### src/rtl/packet_deframer_checksum_top_defines.svh
// Assertion macros for the packet deframer.
`ifndef PACKET_DEFRAMER_CHECKSUM_TOP_DEFINES_SVH
`define PACKET_DEFRAMER_CHECKSUM_TOP_DEFINES_SVH

`ifndef ASSERT_OFF
`define PDC_ASSERT_IMPLY(label, clk, rst, ante, cons) \
  label: assert property (@(posedge clk) disable iff (rst) (ante) |-> (cons)) \
    else $error("pdc assertion failed");
`define PDC_ASSERT_NEXT(label, clk, rst, ante, cons) \
  label: assert property (@(posedge clk) disable iff (rst) (ante) |=> (cons)) \
    else $error("pdc assertion failed");
`else
`define PDC_ASSERT_IMPLY(label, clk, rst, ante, cons)
`define PDC_ASSERT_NEXT(label, clk, rst, ante, cons)
`endif

`endif

### src/rtl/pdc_pkg.sv
package pdc_pkg;

  localparam int unsigned BYTE_W     = 8;
  localparam int unsigned INDEX_W    = 9;
  localparam int unsigned STATUS_W   = 2;
  localparam int unsigned CFG_ADDR_W = 2;

  localparam int unsigned HEADER_BYTES = 2;

  localparam logic [CFG_ADDR_W-1:0] CFG_HEAD_BYTE = 2'd0;
  localparam logic [CFG_ADDR_W-1:0] CFG_END_BYTE  = 2'd1;

  localparam logic [STATUS_W-1:0] ST_BUSY    = 2'd0;
  localparam logic [STATUS_W-1:0] ST_GOOD    = 2'd1;
  localparam logic [STATUS_W-1:0] ST_BAD_END = 2'd2;
  localparam logic [STATUS_W-1:0] ST_BAD_SUM = 2'd3;

  typedef enum logic [4:0] {
    PH_IDLE     = 5'b00001,
    PH_LENGTH   = 5'b00010,
    PH_BODY     = 5'b00100,
    PH_END      = 5'b01000,
    PH_CHECKSUM = 5'b10000
  } phase_t;

endpackage

### src/rtl/pdc_ifs.sv
interface pdc_rx_if;
  logic                          valid;
  logic                          ready;
  logic [pdc_pkg::BYTE_W-1:0]    rx_byte;

  modport source (output valid, output rx_byte, input ready);
  modport sink   (input valid, input rx_byte, output ready);
endinterface

interface pdc_result_if;
  logic                          valid;
  logic                          ready;
  logic                          store_valid;
  logic [pdc_pkg::INDEX_W-1:0]   store_index;
  logic [pdc_pkg::BYTE_W-1:0]    store_data;
  logic [pdc_pkg::STATUS_W-1:0]  frame_status;

  modport source (output valid, output store_valid, output store_index,
                  output store_data, output frame_status, input ready);
  modport sink   (input valid, input store_valid, input store_index,
                  input store_data, input frame_status, output ready);
endinterface

interface pdc_cfg_if;
  logic                           valid;
  logic                           ready;
  logic [pdc_pkg::CFG_ADDR_W-1:0] index;
  logic [pdc_pkg::BYTE_W-1:0]     data;

  modport source (output valid, output index, output data, input ready);
  modport sink   (input valid, input index, input data, output ready);
endinterface

### src/rtl/packet_deframer_checksum_top.sv
// Byte-stream deframer: one received byte per transfer on rx, one result per byte on res.
// Frames are head, length, length body bytes, end, checksum; head, length and body bytes
// come out as store strobes with their buffer index (head at 0), and the frame status
// reports good, bad end byte or bad checksum on the byte that decides it. A result
// appears in the cycle after its byte is taken; the block takes one byte every clock as
// long as the result register is empty or being drained in the same cycle. The user must
// write the head and end byte values on cfg (index 0, 1) only while idle; not enforced.
`include "packet_deframer_checksum_top_defines.svh"

module packet_deframer_checksum_top (
  input  logic             clk,
  input  logic             rst,
  pdc_rx_if.sink           rx,
  pdc_result_if.source     res,
  pdc_cfg_if.sink          cfg
);

  localparam int unsigned BW = pdc_pkg::BYTE_W;
  localparam int unsigned IW = pdc_pkg::INDEX_W;
  localparam int unsigned SW = pdc_pkg::STATUS_W;

  logic [BW-1:0]   head_byte;
  logic [BW-1:0]   end_byte;

  pdc_pkg::phase_t phase, phase_next;
  logic [IW-1:0]   count, count_next;
  logic [BW-1:0]   sum, sum_next;
  logic [BW-1:0]   len, len_next;

  logic            out_valid;
  logic            out_store_valid;
  logic [IW-1:0]   out_store_index;
  logic [BW-1:0]   out_store_data;
  logic [SW-1:0]   out_status;

  logic            st_valid;
  logic [IW-1:0]   st_index;
  logic [BW-1:0]   st_data;
  logic [SW-1:0]   status;
  logic            restart;
  logic            rx_take;
  logic [BW-1:0]   b;
  logic [IW-1:0]   count_inc;
  logic [IW-1:0]   body_last;

  assign cfg.ready = 1'b1;
  assign rx.ready  = !out_valid || res.ready;
  assign rx_take   = rx.valid && rx.ready;
  assign b         = rx.rx_byte;

  assign count_inc = count + IW'(1);
  assign body_last = {1'b0, len} + IW'(pdc_pkg::HEADER_BYTES);

  always_ff @(posedge clk) begin
    if (rst) begin
      head_byte <= '0;
      end_byte  <= '0;
    end else if (cfg.valid && cfg.ready) begin
      if (cfg.index == pdc_pkg::CFG_HEAD_BYTE) begin
        head_byte <= cfg.data;
      end else if (cfg.index == pdc_pkg::CFG_END_BYTE) begin
        end_byte <= cfg.data;
      end
    end
  end

  always_comb begin
    st_valid   = 1'b0;
    st_index   = '0;
    st_data    = '0;
    status     = pdc_pkg::ST_BUSY;
    restart    = 1'b0;
    phase_next = phase;
    count_next = count;
    sum_next   = sum;
    len_next   = len;
    unique case (phase)
      pdc_pkg::PH_LENGTH: begin
        len_next   = b;
        st_valid   = 1'b1;
        st_index   = count;
        st_data    = b;
        count_next = count_inc;
        sum_next   = sum + b;
        phase_next = (b == '0) ? pdc_pkg::PH_END : pdc_pkg::PH_BODY;
      end
      pdc_pkg::PH_BODY: begin
        st_valid   = 1'b1;
        st_index   = count;
        st_data    = b;
        count_next = count_inc;
        sum_next   = sum + b;
        if (count_inc == body_last) begin
          phase_next = pdc_pkg::PH_END;
        end
      end
      pdc_pkg::PH_END: begin
        if (b == end_byte) begin
          sum_next   = sum + b;
          phase_next = pdc_pkg::PH_CHECKSUM;
        end else begin
          status  = pdc_pkg::ST_BAD_END;
          restart = 1'b1;
        end
      end
      pdc_pkg::PH_CHECKSUM: begin
        if (b == BW'(~sum + BW'(1))) begin
          status     = pdc_pkg::ST_GOOD;
          phase_next = pdc_pkg::PH_IDLE;
        end else begin
          status  = pdc_pkg::ST_BAD_SUM;
          restart = 1'b1;
        end
      end
      default: begin
        restart = 1'b1;
      end
    endcase
    // re-examine the byte as a new head
    if (restart) begin
      phase_next = pdc_pkg::PH_IDLE;
      if (b == head_byte) begin
        st_valid   = 1'b1;
        st_index   = '0;
        st_data    = b;
        count_next = IW'(1);
        sum_next   = b;
        phase_next = pdc_pkg::PH_LENGTH;
      end
    end
  end

  always_ff @(posedge clk) begin
    if (rst) begin
      phase <= pdc_pkg::PH_IDLE;
      count <= '0;
      sum   <= '0;
      len   <= '0;
    end else if (rx_take) begin
      phase <= phase_next;
      count <= count_next;
      sum   <= sum_next;
      len   <= len_next;
    end
  end

  always_ff @(posedge clk) begin
    if (rst) begin
      out_valid <= 1'b0;
    end else if (rx.ready) begin
      out_valid <= rx.valid;
    end
  end

  always_ff @(posedge clk) begin
    if (rx_take) begin
      out_store_valid <= st_valid;
      out_store_index <= st_index;
      out_store_data  <= st_data;
      out_status      <= status;
    end
  end

  assign res.valid        = out_valid;
  assign res.store_valid  = out_store_valid;
  assign res.store_index  = out_store_index;
  assign res.store_data   = out_store_data;
  assign res.frame_status = out_status;

  `PDC_ASSERT_IMPLY(a_good_no_store, clk, rst, res.valid && res.frame_status == pdc_pkg::ST_GOOD, !res.store_valid)
  `PDC_ASSERT_IMPLY(a_idle_fields_zero, clk, rst, res.valid && !res.store_valid, res.store_index == '0 && res.store_data == '0)
  `PDC_ASSERT_NEXT(a_length_step, clk, rst, rx_take && phase == pdc_pkg::PH_LENGTH, phase == pdc_pkg::PH_END || phase == pdc_pkg::PH_BODY)
  `PDC_ASSERT_NEXT(a_head_opens, clk, rst, rx_take && st_valid && st_index == '0, phase == pdc_pkg::PH_LENGTH && count == IW'(1))

endmodule

### src/flat_wrapper.sv
// flat-port wrapper written by rule: the top's interface ports become plain ports
module packet_deframer_checksum_top_flat 
  (clk, rst, rx_valid, rx_rx_byte, rx_ready, res_valid, res_store_valid, res_store_index, res_store_data, res_frame_status, res_ready, cfg_valid, cfg_index, cfg_data, cfg_ready);
  pdc_rx_if rx_i ();
  pdc_result_if res_i ();
  pdc_cfg_if cfg_i ();
  input  logic clk;
  input  logic rst;
  input wire logic [$bits(rx_i.valid)-1:0] rx_valid;
  input wire logic [$bits(rx_i.rx_byte)-1:0] rx_rx_byte;
  output wire logic [$bits(rx_i.ready)-1:0] rx_ready;
  output wire logic [$bits(res_i.valid)-1:0] res_valid;
  output wire logic [$bits(res_i.store_valid)-1:0] res_store_valid;
  output wire logic [$bits(res_i.store_index)-1:0] res_store_index;
  output wire logic [$bits(res_i.store_data)-1:0] res_store_data;
  output wire logic [$bits(res_i.frame_status)-1:0] res_frame_status;
  input wire logic [$bits(res_i.ready)-1:0] res_ready;
  input wire logic [$bits(cfg_i.valid)-1:0] cfg_valid;
  input wire logic [$bits(cfg_i.index)-1:0] cfg_index;
  input wire logic [$bits(cfg_i.data)-1:0] cfg_data;
  output wire logic [$bits(cfg_i.ready)-1:0] cfg_ready;
  assign rx_i.valid = rx_valid;
  assign rx_i.rx_byte = rx_rx_byte;
  assign rx_ready = rx_i.ready;
  assign res_valid = res_i.valid;
  assign res_store_valid = res_i.store_valid;
  assign res_store_index = res_i.store_index;
  assign res_store_data = res_i.store_data;
  assign res_frame_status = res_i.frame_status;
  assign res_i.ready = res_ready;
  assign cfg_i.valid = cfg_valid;
  assign cfg_i.index = cfg_index;
  assign cfg_i.data = cfg_data;
  assign cfg_ready = cfg_i.ready;
  packet_deframer_checksum_top u_core (.clk(clk), .rst(rst), .rx(rx_i), .res(res_i), .cfg(cfg_i));
endmodule
### config.mk
export PLATFORM = sky130hd
export DESIGN_NAME = packet_deframer_checksum_top_flat
export DESIGN_NICKNAME = d
export VERILOG_FILES = /design/src/rtl/pdc_pkg.sv /design/src/rtl/pdc_ifs.sv /design/src/rtl/packet_deframer_checksum_top.sv /design/src/flat_wrapper.sv
export VERILOG_INCLUDE_DIRS = /design/src /design/src/rtl
export SDC_FILE = /design/constraint.sdc
export NUM_CORES = 1
export LEC_CHECK = 0
export BUFFER_PORTS_ARGS = -buffer_cell sky130_fd_sc_hd__buf_2
export CORE_MARGIN = 2
export CORE_UTILIZATION = 29
export CTS_BUF_LIST = sky130_fd_sc_hd__clkbuf_8 sky130_fd_sc_hd__clkbuf_16
export DETAILED_ROUTE_END_ITERATION = 7
export GPL_TIMING_DRIVEN = 0
export MAX_ROUTING_LAYER = met4
export SETUP_SLACK_MARGIN = 0.05
export SYNTH_ARGS = -nofsm -noshare
export SYNTH_HDL_FRONTEND = slang
export SYNTH_SLANG_ARGS = --single-unit
### constraint.sdc
create_clock -name clk -period 7.2 [get_ports clk]
set_clock_uncertainty 0.1 [all_clocks]
set_input_delay 0 -clock clk [delete_from_list [all_inputs] [get_ports clk]]
set_output_delay 0 -clock clk [all_outputs]
set_load 0.02 [all_outputs]
==> results.cfg, run 1 <==
[yosys]
yosysWarnings = 0
syn_area_per_cell_um2 = 9.47
synthCells = 415
ys.flop_type = dfxtp_1
synth_cell_type_count = 65
synth-edff-count = 20
syn_nets = 450
async_flop_share_pct = 0
synth_top_family_by_area = simple AND/OR/NAND/NOR gates
synth-seq-area-share_pct = 39.2
synthSimpleGateAreaFrac_pct = 19.2
synth-xor-area-share_pct = 11.8
synth_fa_ha_area_share_pct = 4.01
synth-compound-area-share_pct = 14.4
ys_ff_latch = 67
synth_area_mm2 = 0.00393
muxShareOfSynthArea_pct = 6.87

[global_route]
antenna_found_initial = 0
grt.total_usage_pct = 14.4
globalRoute.totalOverflow = 0
grt_pass1_wl_um = 15900
grt_pass1_vias = 3147
grt_max_degree = 30

[finish]
fin_nets = 517
diodes = 0
fillCellCount = 1328
multiInputGateArea_mm2 = 0.00221
drive_gt1_share_pct = 18.1
stdcell_area_mm2 = 0.00477
final_core_util_pct = 36.1
area_delta_synth_final_pct = 21.5
ff_latch_area_mm2 = 0.00154

[sta]
tightest_slew_ns = 0.719
hold_viol = 0
fin_crit_sh_pct = 41.1
maxSlewViolCount = 0
setup_viol = 0
clock.fmax_mhz = 338
max_slew_margin_pct = 52.0
rsz0062_at_grt = no
tns_ns = 0
fin_crit_ns = 2.96
setup_slack_ns = 4.24

[critical_path]
timing.rr.start = u_core.sum[1]
critPathLaunch = u_core.sum[1]
setup.worst_path.start_class = flop
critPathKind = reg2reg
r2r_slack_ns = 4.24
worstPathMaxFanout = 10
regToRegEndpoint = u_core.res.store_data[5]
end_kind = flop
reg2reg_depth = 10
required_ns = 7.19
worstPathArrival_ns = 2.95

[power_and_ir_drop]
powerDensity_mw_per_mm2 = 191
power_mw = 0.913
leakagePower_nw = 2.00
ir_drop_uv = 134

[die]
core_mm2 = 0.0132
num_rows = 42
die_y_um = 120
die_area_mm2 = 0.0145
io_pins = 46
start_util_pct = 29.7
die_w_um = 120

[outcome]
outcome = complete, no violations

[run]
maxCapViolCount = 0

[placed_design]
io_buffers = 43
dp_hpwl_um = 7000
gp_congestion = 0.852
place_ws_ns = 4.29
dpl-instance-area_mm2 = 0.00437

[detailed_routing]
drc_errors = 0
ant_nets = 0
dr.pass1.iters = 4
post_drt_wl_per_cell_um = 14.8
routed-via-count = 3304
vias_per_cell = 4.98
drt_iter0_markers = 220
routed_wl_um = 9810

[min_path]
hold_path_end = u_core.len[2]
hp-class = in2reg
hold_path.startpoint = rx_rx_byte[2]
min_delay_path_depth = 4

[clocking]
cts_buffer_depth = 2
cts_sinks = 67
worstSkewPairLatency_ns = 0.34
tritoncts = done
cts_made_buffers = 9
path_clk_slew_ns = 0.06
clockRootBuffer = clkbuf_16
h-tree-depth = 3
cts_resized = 0
## Yosys cell counts, drive strengths merged (3+ instances only)
library cell  count  area share, %
a21oi            18            2.3
a311oi            4           0.89
a31o              3           0.67
a31oi             5            1.2
and2             20            3.2
buf              11            1.6
clkbuf           18            1.7
dfxtp            47             24
edfxtp           20             15
ha               11            3.5
inv              12            1.1
mux2i            27            6.9
nand2            16            1.5
nand3            19            2.4
nand4             9            1.6
nor2             50            5.0
nor3             11            1.8
o21ai            13            1.7
o221a             3           0.86
o311a             4            1.0
o31ai             3           0.57
or3               4           0.64
or4               3           0.57
xnor2            27            6.0
xor2             20            4.6
## stage by stage
| step | std cells | hold WS, ns |
|---|---|---|
| 2_1_floorplan | 415 | 0.0295 |
| 3_3_place_gp | 634 | 0.148 |
| 3_5_place_dp | 634 | 0.158 |
| 4_1_cts | 663 | 0.0410 |
| 5_1_grt | 663 | 0.0858 |
| 6_report | 663 | 0.0428 |
## layer usage
metal / routed length (um) / global-route usage [%]
met1: 4500 / 18.1
met2: 4530 / 22.9
met3: 595 / 3.77
met4: 178 / 4.14
met5: 0 / -
## worst max-delay path, cell delays in order, from the launching register on
cell,delay [ns]
dfxtp_1,0.35
inv_1,0.11
ha_1,0.18
or3b_4,0.41
o22ai_1,0.20
nand3_1,0.15
o41ai_4,0.50
a31oi_4,0.22
nor2_4,0.20
inv_2,0.11
and2_1,0.18
## cell usage in the layout (no fill, tap or decap), types with 3 or more instances in the layout
cell type | Yosys | routed
or4_1 | 3 | 3
and2_1 | 20 | 20
edfxtp_1 | 20 | 20
dlygate4sd3_1 | 0 | 13
dfxtp_1 | 47 | 47
nand3_1 | 19 | 19
nand2_1 | 16 | 16
mux2i_1 | 27 | 27
o311a_1 | 4 | 4
a31oi_1 | 4 | 4
xnor2_1 | 27 | 27
nor3_1 | 9 | 9
ha_1 | 11 | 11
o21ai_1 | 3 | 3
o21ai_0 | 10 | 10
a31o_2 | 3 | 3
clkbuf_16 | 0 | 9
o221a_2 | 3 | 3
clkbuf_1 | 18 | 17
or3_1 | 4 | 4
xor2_1 | 19 | 19
a311oi_1 | 4 | 4
o31ai_1 | 3 | 3
nor2_1 | 49 | 49
nand4_1 | 8 | 8
buf_2 | 5 | 48
a21oi_1 | 18 | 18
inv_1 | 11 | 11
buf_1 | 3 | 3
## sequential cells by signal, summed over array words and instances (netlist names), 2 cells and up
register                 flops
u_core.res.frame_status      2
u_core.end_byte              8
u_core.phase                 5
u_core.count                 9
u_core.head_byte             8
u_core.len                   8
u_core.res.store_data        8
u_core.res.store_index       9
u_core.sum                   8
## what timing repair did
| action | in CTS | in global routing |
|---|---|---|
| hold buffers | 13 | 0 |
| setup buffers | 0 | 0 |
| hold endpoints to repair | 22 | 0 |
## layout make-up
cell class              count  share of cell area [%]
multi-input cells         307                    46.4
flip-flops and latches     67                    32.3
repair buffers             56                    7.23
clock buffers               9                    4.72
well taps                 176                    4.61
plain buffers              29                    2.75
clock inverters             7                    1.07
inverters                  12                   0.943
## power by group
| part | internal (mW) | total, mW | leakage (nW) | switching, mW |
|---|---|---|---|---|
| Clock | 0.235 | 0.412 | 0.137 | 0.177 |
| Combinational | 0.0384 | 0.0977 | 1.28 | 0.0593 |
| Sequential | 0.398 | 0.403 | 0.582 | 0.00536 |
## kinds of logic after synthesis
| group | after synthesis |
|---|---|
| other | 1 |
| AO/OA/AOI/OAI | 73 |
| AND/OR/NAND/NOR | 145 |
| multiplexers | 27 |
| flip-flops | 67 |
| buffers and inverters | 41 |
| adder cells (fa/ha/maj) | 12 |
| XOR/XNOR | 49 |
## worst max-delay path by stage
stage / endpoint / slack [ns] / depth (start not counted)
global placement: u_core.count[5] / 4.32 / 6
finish: u_core.res.store_data[5] / 4.24 / 10
floorplan: u_core.res.store_data[0] / 4.64 / 10
global route: u_core.res.store_data[5] / 4.10 / 10
detailed placement: u_core.res.store_data[3] / 4.29 / 10
CTS: u_core.res.store_data[5] / 4.24 / 10
Note: power is estimated with default switching activity, not from simulation.
==> run 2: changes to the inputs <==
ABC_AREA = 1   (was unset)
clock period = 2.91 ns   (was 7.2 ns; I/O delays follow)
==> results.cfg, run 2 <==
[sta]
tightest_slew_ns = 0.661
fin_crit_sh_pct = 88.1
rsz0062_at_grt = no
setup_viol = 0
fin_crit_ns = 2.57
clock.fmax_mhz = 390
hold_viol = 0
tns_ns = 0
max_slew_margin_pct = 56.0
maxSlewViolCount = 0

[critical_path]
end_kind = flop
reg2reg_depth = 16
r2r_slack_ns = 0.34
setup.worst_path.start_class = flop
timing.rr.start = u_core.sum[1]
critPathLaunch = u_core.sum[1]
required_ns = 2.89
critical_path.endpoint = u_core.res.store_data[3]
worstPathMaxFanout = 10
worstPathArrival_ns = 2.55
critPathKind = reg2reg
regToRegEndpoint = u_core.res.store_data[3]

[power_and_ir_drop]
p_comb_share_pct = 14.4
swShare_pct = 26.1
power.net_switching_mw = 0.673
ir_drop_uv = 328
powerDensity_mw_per_mm2 = 494
power_frac_seq_pct = 40.4
power.internal_mw = 1.91
leakagePower_nw = 2.51
p_clk_share_pct = 45.3
power_mw = 2.58

[min_path]
hp-class = in2reg
hold_path.startpoint = cfg_index[1]

[detailed_routing]
post_drt_wl_per_cell_um = 12.6
routed_wl_um = 11100
routed-via-count = 4111
drc_errors = 0
vias_per_cell = 4.67
drt_iter0_markers = 291
ant_nets = 0
dr.pass1.iters = 4

[global_route]
globalRoute.totalOverflow = 0
grt_max_degree = 30
grt_pass1_wl_um = 18300
grt.total_usage_pct = 14.5
antenna_found_initial = 0
grt_pass1_vias = 3809

[finish]
final_cell_mix = nand2_1 (166), nor2_1 (73), inv_1 (60)
area_delta_synth_final_pct = 20.3
fin_nets = 726
layout_commonest_cell = nand2_1
drive_gt1_share_pct = 16.5
diodes = 0
fin_cells = 880

[placed_design]
dp_hpwl_um = 8230
dp_cells = 852
io_buffers = 42
gp_congestion = 0.826

[die]
die_w_um = 126
start_util_pct = 29.8
die_area_mm2 = 0.0160
die_y_um = 126
core_mm2 = 0.0146
num_rows = 44
io_pins = 46

[yosys]
synth-edff-count = 20
ys_ff_latch = 67
synth-xor-area-share_pct = 6.46
syn_area_per_cell_um2 = 6.93
synth_area_leaders = dfxtp_1 (22%), nand2_1 (14%), edfxtp_1 (14%)
synth_fa_ha_area_share_pct = 3.63
ys.flop_type = dfxtp_1
synthCells = 626
yosys-top-cells-count = nand2_1 (166), nor2_1 (73), inv_1 (59)
synth_area_mm2 = 0.00434
synthSimpleGateAreaFrac_pct = 36.1
synth.top_cell.area_share_pct = 21.7
synth-seq-area-share_pct = 35.5
syn_nets = 661
synth-compound-area-share_pct = 9.31
yosysTopAreaCell = dfxtp_1
synth_cell_type_count = 39
yosysMostFrequentCell = nand2_1
synth_top_family_by_area = simple AND/OR/NAND/NOR gates
async_flop_share_pct = 0
yosysWarnings = 0
muxShareOfSynthArea_pct = 0

[clocking]
clockRootBuffer = clkbuf_16
h-tree-depth = 3
path_clk_slew_ns = 0.05
worstSkewPairLatency_ns = 0.34
cts_made_buffers = 9
cts_sinks = 67
cts_setup_buffers = 0
tritoncts = done
cts_buffer_depth = 2

[outcome]
outcome = complete, no violations

[run]
maxCapViolCount = 0
[run 2: cell type report]
| type | instances | area (um^2) |
|---|---|---|
| buffer | 20 | 95.1 |
| sequential | 67 | 1540 |
| multi-input combinational | 462 | 2410 |
| timing repair buffer | 54 | 330 |
| tap | 184 | 230 |
| clock inverter | 6 | 80.1 |
| clock buffer | 10 | 239 |
| inverter | 77 | 293 |
| fill | 1548 | 9370 |
[run 2: through the flow]
step           setup WS, ns  utilization (%)  area (um^2)  hold WS, ns
2_1_floorplan         0.712                -         4340       0.0349
5_1_grt              0.0809             35.8         5220       0.0599
6_report              0.345             35.8         5220       0.0226
4_1_cts               0.341             35.8         5220       0.0120
3_3_place_gp          0.362             32.8         4780        0.157
3_5_place_dp          0.361             32.8         4780        0.154
[run 2: per-layer routing]
metal  up-vias  routed length (um)  track usage, %
li1       2141                   -               -
met1      1853                5330            18.5
met2       104                5010            23.3
met3        13                 616            3.37
met4         0                 159            3.88
met5         -                   0               -
[run 2: repair_timing]
item / in CTS / in global routing
resized for setup: 0 / 0
hold buffers: 12 / 0
hold endpoints to repair: 20 / 0
[run 2: cells by family after synthesis]
kind of cell | after synthesis
buf+inv | 97
xor+xnor | 32
simple gates | 338
other cells | 1
flops | 67
fa+ha+maj | 12
compound gates | 79
[run 2: how the worst min path moves through the flow]
stage / end / cells after the start / slack, ns
finish: u_core.end_byte[7] / 4 / 0.02
global route: u_core.end_byte[7] / 4 / 0.06
CTS: u_core.end_byte[3] / 4 / 0.01
detailed placement: u_core.end_byte[7] / 3 / 0.15
global placement: u_core.end_byte[3] / 3 / 0.16
floorplan: u_core.end_byte[0] / 2 / 0.03
[run 2: critical path, stage by stage (launching register included)]
cell     delay [ns]
dfxtp_1        0.50
inv_1          0.08
ha_1           0.25
inv_1          0.09
nand2_1        0.05
nand3_1        0.09
nand2_1        0.05
inv_1          0.05
nand3_1        0.08
nor2_1         0.11
nand2_2        0.09
nand2_4        0.14
nand3_4        0.15
nand2_4        0.13
inv_4          0.09
nor2_8         0.20
nor2_2         0.05
[run 2: power by group through the flow]
stage               Combinational, mW  Clock [mW]  Sequential [mW]
floorplan                       0.241           0             1.07
global placement                0.357           0             1.06
detailed placement              0.358           0             1.06
CTS                             0.372        1.19             1.04
global route                    0.417        1.23             1.05
finish                          0.371        1.17             1.04
